--- config.mk ---
export PLATFORM = sky130hd
export DESIGN_NAME = kpvf_mul
export DESIGN_NICKNAME = d
export VERILOG_FILES = /design/src/rtl/kpvf_pkg.sv /design/src/rtl/kpvf_mul.sv
export SDC_FILE = /design/constraint.sdc
export NUM_CORES = 2
export LEC_CHECK = 0
export BUFFER_PORTS_ARGS = -buffer_cell sky130_fd_sc_hd__buf_4
export CAP_MARGIN = 10
export CORE_MARGIN = 2
export CORE_UTILIZATION = 56
export CTS_CLUSTER_SIZE = 20
export DETAILED_ROUTE_END_ITERATION = 8
export GPL_ROUTABILITY_DRIVEN = 1
export GPL_TIMING_DRIVEN = 0
export MAX_ROUTING_LAYER = met4
export PLACE_DENSITY = 0.73
export SYNTH_ARGS = -nofsm -noshare
export SYNTH_HDL_FRONTEND = slang
export SYNTH_SLANG_ARGS = --single-unit
export TNS_END_PERCENT = 1
--- constraint.sdc ---
create_clock -name clk -period 15.5 [get_ports clk]
set_input_delay 2.325 -clock clk [delete_from_list [all_inputs] [get_ports clk]]
set_output_delay 2.325 -clock clk [all_outputs]
set_load 0.01 [all_outputs]
--- src/rtl/kpvf_pkg.sv ---
// Shared types, constants and helpers for the position/velocity Kalman filter.
// Depends on nothing; every other file refers to it by scoped names.
`default_nettype none
package kpvf_pkg;

  localparam int FRAC        = 16;
  localparam int WORD        = 48;
  localparam int SAMPLE_BITS = 12;

  localparam logic signed [WORD-1:0] MAG48     = {1'b0, {(WORD-1){1'b1}}};
  localparam logic signed [WORD-1:0] ONE_FX    = 48'sd1 <<< FRAC;
  localparam logic signed [WORD-1:0] FULL_FX   = 48'sd4095 <<< FRAC;
  localparam logic        [15:0]     DT_RESET  = 16'd1311;
  localparam logic        [31:0]     QP_RESET  = 32'd3277;
  localparam logic        [31:0]     QV_RESET  = 32'd3277;
  localparam logic        [31:0]     R_RESET   = 32'd3276800;

  // Configuration register indexes
  localparam logic [3:0] CFG_TIME_STEP   = 4'd0;
  localparam logic [3:0] CFG_NOISE_POS   = 4'd1;
  localparam logic [3:0] CFG_NOISE_VEL   = 4'd2;
  localparam logic [3:0] CFG_NOISE_MEAS  = 4'd3;

  typedef logic signed [WORD-1:0] fx_t;

  typedef enum logic [4:0] {
    ST_IDLE,
    ST_PRED_X,
    ST_PRED_DTVV,
    ST_PRED_PP,
    ST_INNOV,
    ST_GAIN_0,
    ST_GAIN_1,
    ST_UPD_X,
    ST_UPD_V,
    ST_UPD_PP,
    ST_UPD_PV,
    ST_UPD_VP,
    ST_UPD_VV,
    ST_CLAMP,
    ST_LEVEL,
    ST_PERCENT,
    ST_OUTPUT
  } seq_state_t;

  // Quotient and remainder from the shared divider
  typedef struct packed {
    logic [WORD-1:0] quot;
    logic [WORD-1:0] rem;
  } div_res_t;

  // Three-term sum saturated symmetrically to +-(2^47 - 1)
  function automatic fx_t add3(input fx_t a, input fx_t b, input fx_t c);
    logic signed [WORD+1:0] t;
    t = 50'(a) + 50'(b) + 50'(c);
    if (t > 50'(MAG48)) begin
      return MAG48;
    end else if (t < -50'(MAG48)) begin
      return -MAG48;
    end else begin
      return t[WORD-1:0];
    end
  endfunction

endpackage
`default_nettype wire

--- src/rtl/kpvf_mul.sv ---
// Shared fixed-point multiplier: sums three 48x16 partial products, one 16-bit slice of b each.
// Truncates the magnitude by FRAC bits and saturates. Uses kpvf_pkg.
`default_nettype none
module kpvf_mul (
  input  wire logic          clk,
  input  wire logic          rst_n,
  input  wire logic          start,
  input  wire kpvf_pkg::fx_t a,
  input  wire kpvf_pkg::fx_t b,
  output logic               done,
  output kpvf_pkg::fx_t      result
);

  localparam int W = kpvf_pkg::WORD;

  logic          busy_r, busy_nxt;
  logic [1:0]    cnt_r, cnt_nxt;
  logic          done_r, done_nxt;
  logic          neg_r, neg_nxt;
  logic [W-1:0]  ma_r, ma_nxt;
  logic [W-1:0]  mb_r, mb_nxt;
  logic [2*W-1:0] p_r, p_nxt;
  logic [63:0]   part;
  logic [W-1:0]  mag;

  assign part = ma_r * mb_r[15:0];

  // Accumulate one 16-bit slice of the multiplier per cycle
  always_comb begin
    busy_nxt = busy_r;
    cnt_nxt  = cnt_r;
    done_nxt = 1'b0;
    neg_nxt  = neg_r;
    ma_nxt   = ma_r;
    mb_nxt   = mb_r;
    p_nxt    = p_r;
    if (start) begin
      busy_nxt = 1'b1;
      cnt_nxt  = 2'd0;
      neg_nxt  = a[W-1] ^ b[W-1];
      ma_nxt   = a[W-1] ? W'(-a) : W'(a);
      mb_nxt   = b[W-1] ? W'(-b) : W'(b);
      p_nxt    = '0;
    end else if (busy_r) begin
      p_nxt  = {part + 64'(p_r[2*W-1:W]), p_r[W-1:16]};
      mb_nxt = mb_r >> 16;
      cnt_nxt = cnt_r + 2'd1;
      if (cnt_r == 2'd2) begin
        busy_nxt = 1'b0;
        done_nxt = 1'b1;
      end
    end
  end

  always_ff @(posedge clk) begin
    if (!rst_n) begin
      busy_r <= 1'b0;
      done_r <= 1'b0;
      cnt_r  <= 2'd0;
    end else begin
      busy_r <= busy_nxt;
      done_r <= done_nxt;
      cnt_r  <= cnt_nxt;
    end
    neg_r <= neg_nxt;
    ma_r  <= ma_nxt;
    mb_r  <= mb_nxt;
    p_r   <= p_nxt;
  end

  // Saturate the truncated magnitude and restore the sign
  assign mag    = (|p_r[2*W-1:kpvf_pkg::FRAC+W-1]) ? kpvf_pkg::MAG48
                : {1'b0, p_r[kpvf_pkg::FRAC+W-2:kpvf_pkg::FRAC]};
  assign result = neg_r ? -$signed(mag) : $signed(mag);
  assign done   = done_r;

endmodule
`default_nettype wire

# Yosys cells after proc, flatten, opt, wreduce, memory -nomap -nowiden
# Index checks and enable logic that the tools add are counted.
[totals]
ff_bits = 197
latch_bits = 0
ram_bits = 0
mem_bits_ro = 0
inputBits = 99
output_inout_bits = 49
wordCells = 32
mem_count = 0
[classes]
addsub = 5
multipliers = 1
div_mod_pow = 0
n_lt_le_gt_ge = 0
eq_ne = 1
shifts = 0
muxes = 10
n_bitwise = 3
reduce_logical = 4
[op_table]
columns = ["operator", "count"]
rows = [
  ["$mux W48", 4],
  ["$neg A48 Y48", 2],
  ["$mux W47", 2],
  ["$add A64 B48 Y64", 1],
  ["$mul A48 B16 Y64", 1],
  ["$neg A47 Y48", 1],
  ["$reduce_or A33 Y1", 1],
  ["$mux W1", 4],
  ["$reduce_or A3 Y1", 1],
  ["$add A2 B1 Y2 const B", 1],
  ["$eq A2 B2 Y1 const B", 1],
  ["$not A1 Y1", 2],
  ["$reduce_bool A2 Y1", 1],
  ["$reduce_or A2 Y1", 1],
  ["$xor A1 B1 Y1", 1],
]

# Longest topological paths before layout
[depth]
ltp_word = 4
mapped_depth = 25
mapped_depth_nobuf = 23

# Worst setup path before layout
# OpenSTA, ideal clock, no wires.
[synth_path]
path_kind = "reg-to-reg"
startpoint = "register mb_r[7]"
endpoint = "register p_r[91]"
setup_ps = 117
t_arrival_ps = 6354
required_ps = 15383
slack_ps = 9029
stages_incl_launch_ff = 22
n_path_buf = 3
period_less_slack_ps = 6471
path_cell_list = "edfxtp_1 clkbuf_1 clkbuf_1 nand2_1 fa_1 inv_1 fa_1 fa_1 fa_1 fa_1 inv_1 fa_1 inv_1 ha_1 clkbuf_1 and2_1 nand3_1 a2111oi_0 o21ai_0 a2111oi_0 mux2i_1 nand2_1"
[synth_between]
elab_chain_len = 2
[synth_rtl]
columns = ["item", "line_no", "text"]
rows = [
  ["start: declaration", "kpvf_mul.sv:21", "logic [W-1:0] mb_r, mb_nxt;"],
  ["start signal: assignment", "kpvf_mul.sv:67", "mb_r <= mb_nxt;"],
  ["$mul A48 B16 Y64", "kpvf_mul.sv:26", "assign part = ma_r * mb_r[15:0];"],
  ["$add A64 B48 Y64", "kpvf_mul.sv:45", "p_nxt = {part + 64'(p_r[2*W-1:W]), p_r[W-1:16]};"],
  ["end signal: assignment", "kpvf_mul.sv:68", "p_r <= p_nxt;"],
  ["end: declaration", "kpvf_mul.sv:22", "logic [2*W-1:0] p_r, p_nxt;"],
]
# Every way passes these cells.
# A chain may end at the register's enable or synchronous reset.

# Worst setup path in the final report
[layout_path]
startpoint = "register mb_r[9]"
endpoint = "register p_r[91]"
# Same word-level chain as after synthesis.

==> metrics.txt <==
I/O Pins 148; wire length on met2 50800 um; Final GP Congestion 0.995; CP required 15.93 ns; Critical Path Sink p_r[91]; r2r setup slk 6.34 ns; met3 WL 12000 um; core area 0.0618 sq mm; share of post-route cells with drive strength above 1 5.04%; Die X 254 um; top layer in use met4; hold_buf cts 0; initial antenna violation count 5; fin crit share 59.1%; drt via density 5.70; CTS root buf clkbuf_16; Netlist cell types 76; vias after detailed routing 28800; post-cts repair resize count 0; Primary FF master, synth edfxtp_1; Avg WL per Cell 22.2 um; Post-Syn Area 0.0350 sq mm; dpl hpwl 92200 um; Slew HR 11.3%; DRT iter0 DRCs 2740; Mapped Cells 4026; vias in the first global route 28600; startpoint types register; largest net degree at the start of global routing 52; post-synthesis sequential area ratio 13.1%; Crit. Startpoint mb_r[9]; Setup-failing EPs final 0; Crit Reg-Reg Startpoint mb_r[9]; Least-Margin Pin Slew 1.33 ns; outcome complete, no violations; Setup CP Type reg2reg; clk_skew 0.0203 ns; DIE HEIGHT 254 um; CTS Buffer Depth 2; GRT overflow 0; die area 0.0646 sq mm; Async SR Flop Fraction 0%; Critical Path Sink Type register; max_cap viols 0; Nets 5127; synth-to-layout area growth 8.24%; post-layout util 61.4%; RSZ-0062 raised after global routing no; # rows 91; R2R cell count 22; Initial Util 56.7%; DRC viols 0; Min-Delay Path Class reg2reg; first-pass GRT wire length 171000 um; TritonRoute pass-1 iters 6; number of flops mapped to enable cells by yosys 97; peak fanout along the critical path 10; Max Clock Freq 109 MHz; r2r endpoint p_r[91]; H-tree Lvls 4; CTS tree yes; Total Wirelength 112000 um; post-CTS setup buffers 0; minimum clock period 9.16 ns; Synth Register Bits 181; # clock sinks 181; max-slew violations 0; Final Hold Fails 0; insertion delay to the later sink of the worst-skew pair 0.53 ns; Synth Area per Inst 8.71 sq um; Tot GR Track Use 37.1%; cts bufs inserted 17; syn_nets 4957; Routed Antenna Nets 0; IO Port Bufs 146; clock slew at reported path FFs 0.10 ns; Setup TNS 0 ns; wire length on met1 44400 um; YS warnings 0; critical path arrival 9.59 ns
-- state kept, by name, indices dropped and copies added, names as in the netlist --
| register | count |
|---|---|
| busy_r | 1 |
| cnt_r | 2 |
| done | 1 |
| ma_r | 48 |
| mb_r | 48 |
| neg_r | 1 |
| p_r | 80 |
-- placed cells by master (no fill, tap or decap), types with 62 or more instances in the layout --
cell,count
and2_1,262
a21oi_1,126
dfxtp_1,84
buf_4,147
xnor2_1,97
inv_1,884
nand2_1,641
nor2_1,165
clkbuf_1,195
fa_1,690
xor2_1,62
o21ai_0,95
edfxtp_1,97
ha_1,142
-- logic make-up after synthesis --
logic type      Yosys count  share of synthesized area, %
mux                      52                          1.49
fa+ha+maj               832                          44.5
buf+inv                1090                          11.7
compound gates          445                          8.12
simple gates           1267                          17.1
xor+xnor                159                          3.97
flops                   181                          13.1
-- layout make-up --
cell class                 count  area [sq um]
antenna                        3          7.51
clock buffer                  17           425
timing repair buffer         151          1180
multi-input combinational   2755         26400
fill                        5389         23900
inverter                     885          3320
tap                          837          1050
sequential                   181          4590
clock inverter                15           229
buffer                       205           774
-- routing by layer --
metal  up-vias  GRT usage, %
li1      12600             -
met1     14400          48.5
met2      1489          55.4
met3       266          9.66
met4         0          14.9
met5         -             -
-- stage by stage --
| stage | worst slack (ns) | instances | area (sq um) | hold WS (ns) |
|---|---|---|---|---|
| 2_1_floorplan | 9.03 | 4026 | 35000 | 0.460 |
| 3_3_place_gp | 6.63 | 5009 | 37200 | 0.471 |
| 3_5_place_dp | 6.63 | 5011 | 37200 | 0.498 |
| 4_1_cts | 6.62 | 5043 | 37900 | 0.508 |
| 5_1_grt | 6.18 | 5048 | 37900 | 0.549 |
| 6_report | 6.34 | 5049 | 37900 | 0.515 |
-- critical path: stages (launching register included) --
cell and delay [ns]:
edfxtp_1 0.48, clkbuf_1 0.99, clkbuf_1 1.05, nand2_1 0.17, fa_1 0.54, inv_1 0.05
fa_1 0.50, inv_1 0.05, fa_1 0.54, inv_1 0.05, fa_1 0.46, fa_1 0.49
inv_1 0.06, fa_1 0.54, inv_1 0.06, ha_1 0.40, nand3_1 0.13, o21bai_1 0.25
a2111oi_0 0.87, o21ai_0 0.40, a2111oi_0 0.66, mux2i_1 0.25, nand2_1 0.07
-- cells in the mapped netlist, types with 41 or more instances --
library cell / instances / share of area (%)
nand2_1: 641 / 6.9
o21ai_0: 95 / 1.4
dfxtp_1: 84 / 4.8
nor2_1: 165 / 1.8
inv_1: 884 / 9.5
ha_1: 142 / 5.1
fa_1: 690 / 39
xnor2_1: 97 / 2.4
xor2_1: 62 / 1.5
mux2i_1: 51 / 1.5
and2_1: 262 / 4.7
a21oi_1: 126 / 1.8
edfxtp_1: 97 / 8.3
o31ai_1: 41 / 0.88
clkbuf_1: 196 / 2.1
a21o_1: 41 / 0.88
-- worst min path at each step --
| stage | end | from | depth (start not counted) | slack [ns] |
|---|---|---|---|---|
| final | cnt_r[1] | cnt_r[1] | 2 | 0.52 |
| after global routing | cnt_r[1] | cnt_r[1] | 2 | 0.55 |
| after CTS | cnt_r[1] | cnt_r[1] | 2 | 0.51 |
| after detailed placement | cnt_r[1] | cnt_r[1] | 2 | 0.50 |
| after global placement | cnt_r[1] | cnt_r[1] | 2 | 0.47 |
| after floorplan | cnt_r[1] | cnt_r[1] | 2 | 0.46 |
Power is left out: the tool's default activity adds up to more than one toggle a clock period on the data nets, which glitch-free logic cannot reach.
