===== src/rtl/kpvf_pkg.sv =====
// Shared types, constants and helpers for the position/velocity Kalman filter.
// Depends on nothing; every other file refers to it by scoped names.
`default_nettype none
package kpvf_pkg;

  localparam int FRAC        = 16;
  localparam int WORD        = 48;
  localparam int SAMPLE_BITS = 12;

  localparam logic signed [WORD-1:0] MAG48     = {1'b0, {(WORD-1){1'b1}}};
  localparam logic signed [WORD-1:0] ONE_FX    = 48'sd1 <<< FRAC;
  localparam logic signed [WORD-1:0] FULL_FX   = 48'sd4095 <<< FRAC;
  localparam logic        [15:0]     DT_RESET  = 16'd1311;
  localparam logic        [31:0]     QP_RESET  = 32'd3277;
  localparam logic        [31:0]     QV_RESET  = 32'd3277;
  localparam logic        [31:0]     R_RESET   = 32'd3276800;

  // Configuration register indexes
  localparam logic [3:0] CFG_TIME_STEP   = 4'd0;
  localparam logic [3:0] CFG_NOISE_POS   = 4'd1;
  localparam logic [3:0] CFG_NOISE_VEL   = 4'd2;
  localparam logic [3:0] CFG_NOISE_MEAS  = 4'd3;

  typedef logic signed [WORD-1:0] fx_t;

  typedef enum logic [4:0] {
    ST_IDLE,
    ST_PRED_X,
    ST_PRED_DTVV,
    ST_PRED_PP,
    ST_INNOV,
    ST_GAIN_0,
    ST_GAIN_1,
    ST_UPD_X,
    ST_UPD_V,
    ST_UPD_PP,
    ST_UPD_PV,
    ST_UPD_VP,
    ST_UPD_VV,
    ST_CLAMP,
    ST_LEVEL,
    ST_PERCENT,
    ST_OUTPUT
  } seq_state_t;

  // Quotient and remainder from the shared divider
  typedef struct packed {
    logic [WORD-1:0] quot;
    logic [WORD-1:0] rem;
  } div_res_t;

  // Three-term sum saturated symmetrically to +-(2^47 - 1)
  function automatic fx_t add3(input fx_t a, input fx_t b, input fx_t c);
    logic signed [WORD+1:0] t;
    t = 50'(a) + 50'(b) + 50'(c);
    if (t > 50'(MAG48)) begin
      return MAG48;
    end else if (t < -50'(MAG48)) begin
      return -MAG48;
    end else begin
      return t[WORD-1:0];
    end
  endfunction

endpackage
`default_nettype wire


===== src/rtl/kpvf_div.sv =====
// Shared restoring divider: 64-bit dividend by 48-bit divisor, one bit a cycle.
// Quotient saturates to 2^47 - 1. Uses kpvf_pkg.
`default_nettype none
module kpvf_div (
  input  wire logic                          clk,
  input  wire logic                          rst_n,
  input  wire logic                          start,
  input  wire logic [63:0]                   num,
  input  wire logic [kpvf_pkg::WORD-1:0]     den,
  output logic                               done,
  output kpvf_pkg::div_res_t                 res
);

  localparam int W = kpvf_pkg::WORD;

  logic          busy_r, busy_nxt;
  logic          done_r, done_nxt;
  logic [5:0]    cnt_r, cnt_nxt;
  logic [63:0]   n_r, n_nxt;
  logic [63:0]   q_r, q_nxt;
  logic [W-1:0]  d_r, d_nxt;
  logic [W-1:0]  rem_r, rem_nxt;
  logic [W:0]    trial;
  logic          ge;

  assign trial = {rem_r, n_r[63]};
  assign ge    = trial >= {1'b0, d_r};

  // Shift in one dividend bit and subtract when it fits
  always_comb begin
    busy_nxt = busy_r;
    done_nxt = 1'b0;
    cnt_nxt  = cnt_r;
    n_nxt    = n_r;
    q_nxt    = q_r;
    d_nxt    = d_r;
    rem_nxt  = rem_r;
    if (start) begin
      busy_nxt = 1'b1;
      cnt_nxt  = 6'd0;
      n_nxt    = num;
      q_nxt    = '0;
      d_nxt    = den;
      rem_nxt  = '0;
    end else if (busy_r) begin
      rem_nxt = ge ? W'(trial - {1'b0, d_r}) : W'(trial);
      q_nxt   = {q_r[62:0], ge};
      n_nxt   = n_r << 1;
      cnt_nxt = cnt_r + 6'd1;
      if (cnt_r == 6'd63) begin
        busy_nxt = 1'b0;
        done_nxt = 1'b1;
      end
    end
  end

  always_ff @(posedge clk) begin
    if (!rst_n) begin
      busy_r <= 1'b0;
      done_r <= 1'b0;
      cnt_r  <= 6'd0;
    end else begin
      busy_r <= busy_nxt;
      done_r <= done_nxt;
      cnt_r  <= cnt_nxt;
    end
    n_r   <= n_nxt;
    q_r   <= q_nxt;
    d_r   <= d_nxt;
    rem_r <= rem_nxt;
  end

  assign done     = done_r;
  assign res.quot = (q_r > 64'(kpvf_pkg::MAG48)) ? kpvf_pkg::MAG48 : q_r[W-1:0];
  assign res.rem  = rem_r;

endmodule
`default_nettype wire


===== config.mk =====
export PLATFORM = sky130hd
export DESIGN_NAME = kpvf_div
export DESIGN_NICKNAME = d
export VERILOG_FILES = /design/src/rtl/kpvf_pkg.sv /design/src/rtl/kpvf_div.sv
export SDC_FILE = /design/constraint.sdc
export NUM_CORES = 1
export LEC_CHECK = 0
export BUFFER_PORTS_ARGS = -buffer_cell sky130_fd_sc_hd__clkbuf_2
export CAP_MARGIN = 0
export CORE_ASPECT_RATIO = 2
export CORE_UTILIZATION = 50
export CTS_BUF_LIST = sky130_fd_sc_hd__clkbuf_8
export CTS_CLUSTER_DIAMETER = 80
export CTS_CLUSTER_SIZE = 12
export DETAILED_ROUTE_END_ITERATION = 7
export PLACE_DENSITY = 0.85
export SETUP_SLACK_MARGIN = 0.4
export SLEW_MARGIN = 0
export SYNTH_ARGS = -nofsm -noshare
export SYNTH_HDL_FRONTEND = slang
export SYNTH_SLANG_ARGS = --single-unit

===== constraint.sdc =====
create_clock -name clk -period 3.1 [get_ports clk]
set_clock_uncertainty 0.1 [all_clocks]
set_input_delay 0.31 -clock clk [delete_from_list [all_inputs] [get_ports clk]]
set_output_delay 0.31 -clock clk [all_outputs]
set_load 0.03 [all_outputs]

# ---- Word-level counts from Yosys, hierarchy flattened
# Cells that the tools add are included.
dict set report totals {
  register_bits 232
  inputBits 115
  output_inout_bits 97
  word_cells 25
}
dict set report op_classes {
  n_addsub 2
  magnitude_cmp 2
  eq_ne 1
  mux 8
  bitwise_logic 2
  n_reduce_logical 3
}
# operator n
set ops {}
lappend ops {{2-to-1 mux 64 bit} 2}
lappend ops {{2-to-1 mux 48 bit} 2}
lappend ops {{greater-than comparator 64 x 47 -> 1 bit (second input constant)} 1}
lappend ops {{>= comparator 49 x 48 -> 1 bit} 1}
lappend ops {{subtractor 48 bit} 1}
lappend ops {{adder 6 x 1 -> 6 bit (second input constant)} 1}
lappend ops {{== test 6 bit (second input constant)} 1}
lappend ops {{2-to-1 mux 1 bit} 4}
lappend ops {{OR reduction 3 bit} 1}
lappend ops {{NOT 1 bit} 2}
lappend ops {{nonzero test 2 bit} 1}
lappend ops {{OR reduction 2 bit} 1}

# ---- Longest topological paths before layout
dict set report depth {
  depth_word 4
  depth_mapped 14
  mapped_depth_nobuf 12
}

# ---- Least setup slack after synthesis
# OpenSTA, ideal clock, no wires.
dict set report synth_timing {
  kind {flip-flop to flip-flop}
  from {register rem_r[0]}
  to {register rem_r[44]}
  setup_ns 0.091
  arrival_time_ns 3.043
  slack_ns -0.134
  path_stages_with_launch 12
  path_buffers 0
  path_cell_list {dfxtp_1 -> inv_1 -> fa_1 -> nand2b_1 -> a21oi_1 -> o2111ai_1 -> o221ai_1 -> a21oi_1 -> o41ai_2 -> a41oi_1 -> mux2_2 -> a311oi_1}
}
dict set report synth_between {
  elab_chain_cells 2
  elab_cells_between_ends 3
  classes_between {1 x add/sub; 1 x order compare; 1 x mux}
}
# element line_no
set synth_lines {}
lappend synth_lines {{start: declaration} kpvf_div.sv:22} ;# logic [W-1:0] rem_r, rem_nxt;
lappend synth_lines {{start signal: assignment} kpvf_div.sv:70} ;# rem_r <= rem_nxt;
lappend synth_lines {{subtractor 48 bit or >= comparator 49 x 48 -> 1 bit (tied branches)} {kpvf_div.sv:46, kpvf_div.sv:27}}
lappend synth_lines {{2-to-1 mux 48 bit *} kpvf_div.sv:46} ;# rem_nxt = ge ? W'(trial - {1'b0, d_r}) : W'(trial);
# Mark *: on every way between the ends. The rest lies on a longest branch, timed or not.
# A chain may end at the register's enable or synchronous reset.

# ---- Worst setup path after layout
dict set report layout_timing {
  from {register d_r[12]}
  to {register rem_r[45]}
}
dict set report layout_between {
  elab_chain_cells 2
  elab_cells_between_ends 3
  classes_between {1 x add/sub; 1 x order compare; 1 x mux}
}
# element line_no
set layout_lines {}
lappend layout_lines {{start: declaration} kpvf_div.sv:21} ;# logic [W-1:0] d_r, d_nxt;
lappend layout_lines {{start signal: assignment} kpvf_div.sv:69} ;# d_r <= d_nxt;
lappend layout_lines {{subtractor 48 bit or >= comparator 49 x 48 -> 1 bit (tied branches)} {kpvf_div.sv:46, kpvf_div.sv:27}}
lappend layout_lines {{2-to-1 mux 48 bit *} kpvf_div.sv:46}
# Marked as above.

==> results.rst <==
.. list-table::
   :header-rows: 1

   * - Metric
     - Value
   * - Hold depth
     - 2
   * - Syn Nets
     - between 1000 and 1500
   * - Minimum setup slack in the final design
     - -270 ps
   * - R2R cell count
     - 15
   * - Vias per std cell
     - 5.87
   * - Critical R2R Capture
     - rem_r[45]
   * - Relative contribution of combinational cells to total power
     - 37.2%
   * - Overall track demand over capacity in global routing
     - 30.7%
   * - Synthesized area per cell
     - approximately 10 um2
   * - Horizontal extent of the die
     - about 110 um
   * - Top delay family on crit path
     - compound AO/OA/AOI/OAI gates
   * - Wire length of the first global-routing pass
     - 59500 um
   * - Reg2reg start
     - d_r[12]
   * - Setup_tns
     - -5830 ps
   * - Period utilization
     - 109%
   * - Vias after detailed routing
     - ~11000
   * - Clock tree from TritonCTS
     - built
   * - Number of enable-type register cells in the synthesized netlist
     - 112
   * - Total of max-cap violations
     - 0
   * - Synthesized instance count
     - about 1200
   * - Predominant post-synthesis flop cell
     - dfxtp_1
   * - Switching power
     - a little under 0.003 W
   * - Yosys top cell area share
     - between 20% and 30%
   * - Final Cell Area
     - 17500 um2
   * - Source of the worst hold timing path
     - den[47]
   * - GPL Wtd Cong
     - 0.980
   * - Result of the run
     - finished, violations left
   * - Longest Clk Path Bufs
     - 3
   * - Sinks on Clock Net
     - approximately 230
   * - Drc violations
     - 11
   * - Violations in the final reports
     - design-rule violations, negative setup slack
   * - Setup slack on the worst flop-to-flop path
     - -270 ps
   * - Root buffer cell
     - clkbuf_8
   * - Inserted Clock Buffers
     - 23
   * - Synth-to-layout area growth
     - 43.9%
   * - Power share of the sequential group
     - between 40% and 50%
   * - Detail-routed net length per standard cell
     - roughly 21 um
   * - Synth top cells by count
     - 138 x nor2_1, 120 x dfxtp_1, 112 x edfxtp_1, 88 x mux2i_1, 81 x a21oi_1
   * - Initial Util
     - 51.0%
   * - Area enclosed by the die boundary
     - roughly 25000 um2
   * - CP cell instances
     - inv_1 > ha_4 > a21oi_1 > buf_4 > nand2_1 > a211oi_2 > a21o_1 > buf_4 > a21oi_1 > buf_4 > a311oi_2 > buf_4 > nor2_1 > mux2i_1 > a2111oi_1
   * - Yosys warning total
     - 0
   * - Clock-pin slew on the worst setup and hold paths
     - between 100 and 150 ps
   * - Max-slew violations
     - 0
   * - Worst slew margin
     - between 30% and 40%
   * - Async set-reset flop share out of synthesis
     - 0%
   * - Insertion delay of the later-clocked pin in the worst-skew pair
     - between 500 and 600 ps
   * - Slowest-stage cell, CP
     - edfxtp_1
   * - Number of top-level design ports
     - around 210
   * - Worst hold path class
     - input pin to flop
   * - Antenna violations before repair
     - 8
   * - Number of DRC markers in iteration 0
     - about 630
   * - Fmax achieved
     - 297 MHz
   * - Nets@finish
     - about 1800
   * - Number of failing setup endpoints in the final timing report
     - between 40 and 50
   * - Final Hold Viols
     - 0
   * - Multi-input combinational cell area
     - roughly 6900 um2
   * - IO buf count
     - 210
   * - Slew at the pin with the worst max-slew slack
     - 954 ps
   * - Time the final worst path needs with I/O delays and setup
     - 3370 ps
   * - Pwr dens
     - about 500 nW/um2
   * - Largest fanout on the critical path
     - 3
   * - FP Rows
     - 80
   * - Vias in the first global route
     - between 10000 and 15000
   * - Global route total overflow
     - 0
   * - Most common cell in the synthesized netlist
     - nor2_1
   * - Area contributors post-synth
     - edfxtp_1 28%, dfxtp_1 20%, mux2i_1 7.2%
   * - Final ANT Viol Nets
     - 0
   * - Vert. Die Dim
     - between 200 and 250 um
   * - Crit Path Category
     - flop to flop
   * - Launch point of the critical path
     - d_r[12]
   * - Hpwl dp
     - between 20000 and 30000 um
   * - Critical path's largest stage delay
     - between 300 and 400 ps
   * - RSZ-0062 raised after global routing
     - true
   * - Crit path buffers/inverters
     - 5
   * - Cell taking the most area after synthesis
     - edfxtp_1
   * - Cell occurring most often along the worst timing path
     - buf_4
   * - Relative contribution of the clock network to total power
     - 21.0%
   * - Endpoint, Worst Hold
     - d_r[47]
   * - VDD IR max
     - 0.426 mV
   * - Layout cell share with drive strength beyond 1
     - between 30% and 40%
   * - CTS HTree Levels
     - 1
   * - Detailed Route WL
     - 41600 um
   * - Area inside the core boundary
     - approximately 24000 um2
   * - Worst Setup End Kind
     - flop
   * - Post-Syn Area
     - roughly 12000 um2
   * - Filler Cell Count
     - between 1500 and 2000
   * - Maximum number of pins on one net before global-route repair
     - 120
   * - Area occupied by registers
     - approximately 6000 um2
   * - Count of TritonRoute iterations in the first routing pass
     - 8
   * - Sw Ratio
     - approximately 34%
   * - Worst path arrival time
     - about 3800 ps
   * - WP data required
     - approximately 3500 ps
   * - Internal Power
     - ~0.0057 W
   * - CP Launch Type
     - flop
   * - Post-detailed-placement cell area
     - about 14000 um2
   * - Distinct cell type count of the synthesized netlist
     - 65
   * - Sequential-to-total area share from yosys stat
     - between 40% and 50%
   * - Leakage dissipation
     - between 7 and 8 nW
   * - Synth Register Bits
     - 232
   * - Utilization after layout
     - around three quarters
power groups by stage:
stage	Sequential, W	Clock [W]	Combinational [W]
final	0.00361	0.00181	0.00321
after global routing	0.00363	0.00195	0.00338
after CTS	0.00359	0.00183	0.00282
after detailed placement	0.00366	0	0.00221
after global placement	0.00365	0	0.00216
after floorplan	0.00376	0	0.00135
metal layers:
metal  vias to the layer above  global-route usage (%)  share of wire, %
li1                       5199                       -                 -
met1                      5409                    28.2                32
met2                       570                    58.5                53
met3                       286                    3.87               5.0
met4                         0                    26.1               9.8
met5                         -                       0                 0
timing repair:
item | 4_1_cts | 5_1_grt
endpoints found under the setup margin | 49 | 96
cloned | 7 | 3
pin swaps | 40 | 40
endpoints found under the hold margin | 123 | 0
setup buffers | 26 | 16
gates resized for setup | 98 | 193
hold buffers | 114 | 0
cells in the final DEF (no fill, tap or decap), drive strengths merged, types with 21 or more instances in the layout:
cell / instances
a211oi: 27
a21oi: 81
buf: 157
clkbuf: 220
dfxtp: 120
dlygate4sd3: 114
edfxtp: 112
ha: 49
inv: 81
mux2: 65
mux2i: 88
nand2: 73
nand2b: 57
nor2: 138
o21ai: 58
xnor2: 21
worst max path at each step:
stage	cells after the start	slack (ps)	endpoint
after floorplan	10	280	rem_r[38]
after global placement	11	-4	rem_r[44]
after detailed placement	13	-30	rem_r[39]
after CTS	12	2	rem_r[39]
after global routing	15	-370	rem_r[45]
final	15	-270	rem_r[45]
cells by family after synthesis:
kind of cell	share of synthesized area, %
flops	47.4
simple gates	13.7
xor+xnor	2.81
mux	13.3
buf+inv	4.11
fa+ha+maj	5.21
other cells	0.0308
compound gates	13.4
metrics by stage:
stage / worst slack (ps) / instances / hold slack [ps] / power [W]
after global routing: -375 / 1952 / 332 / 0.00896
after global placement: -4.33 / 1737 / 366 / 0.00581
after detailed placement: -33.2 / 1737 / 379 / 0.00587
after CTS: 1.61 / 1925 / 321 / 0.00824
final: -270 / 1952 / 327 / 0.00864
after floorplan: 280 / 1212 / 309 / 0.00511
registers in the layout (all words and copies together) (netlist names):
signal,flops
n_r,64
rem_r,48
busy_r,1
q_r,64
d_r,48
done,1
cnt_r,6
cell type report:
class	count	area share, %
clock inverter	18	0.436
sequential	232	33.3
multi-input combinational	852	39.6
timing repair buffer	468	21.3
antenna	8	0.114
clock buffer	23	1.81
tap	287	2.05
inverter	64	1.37
(Power assumes the default switching activity.)
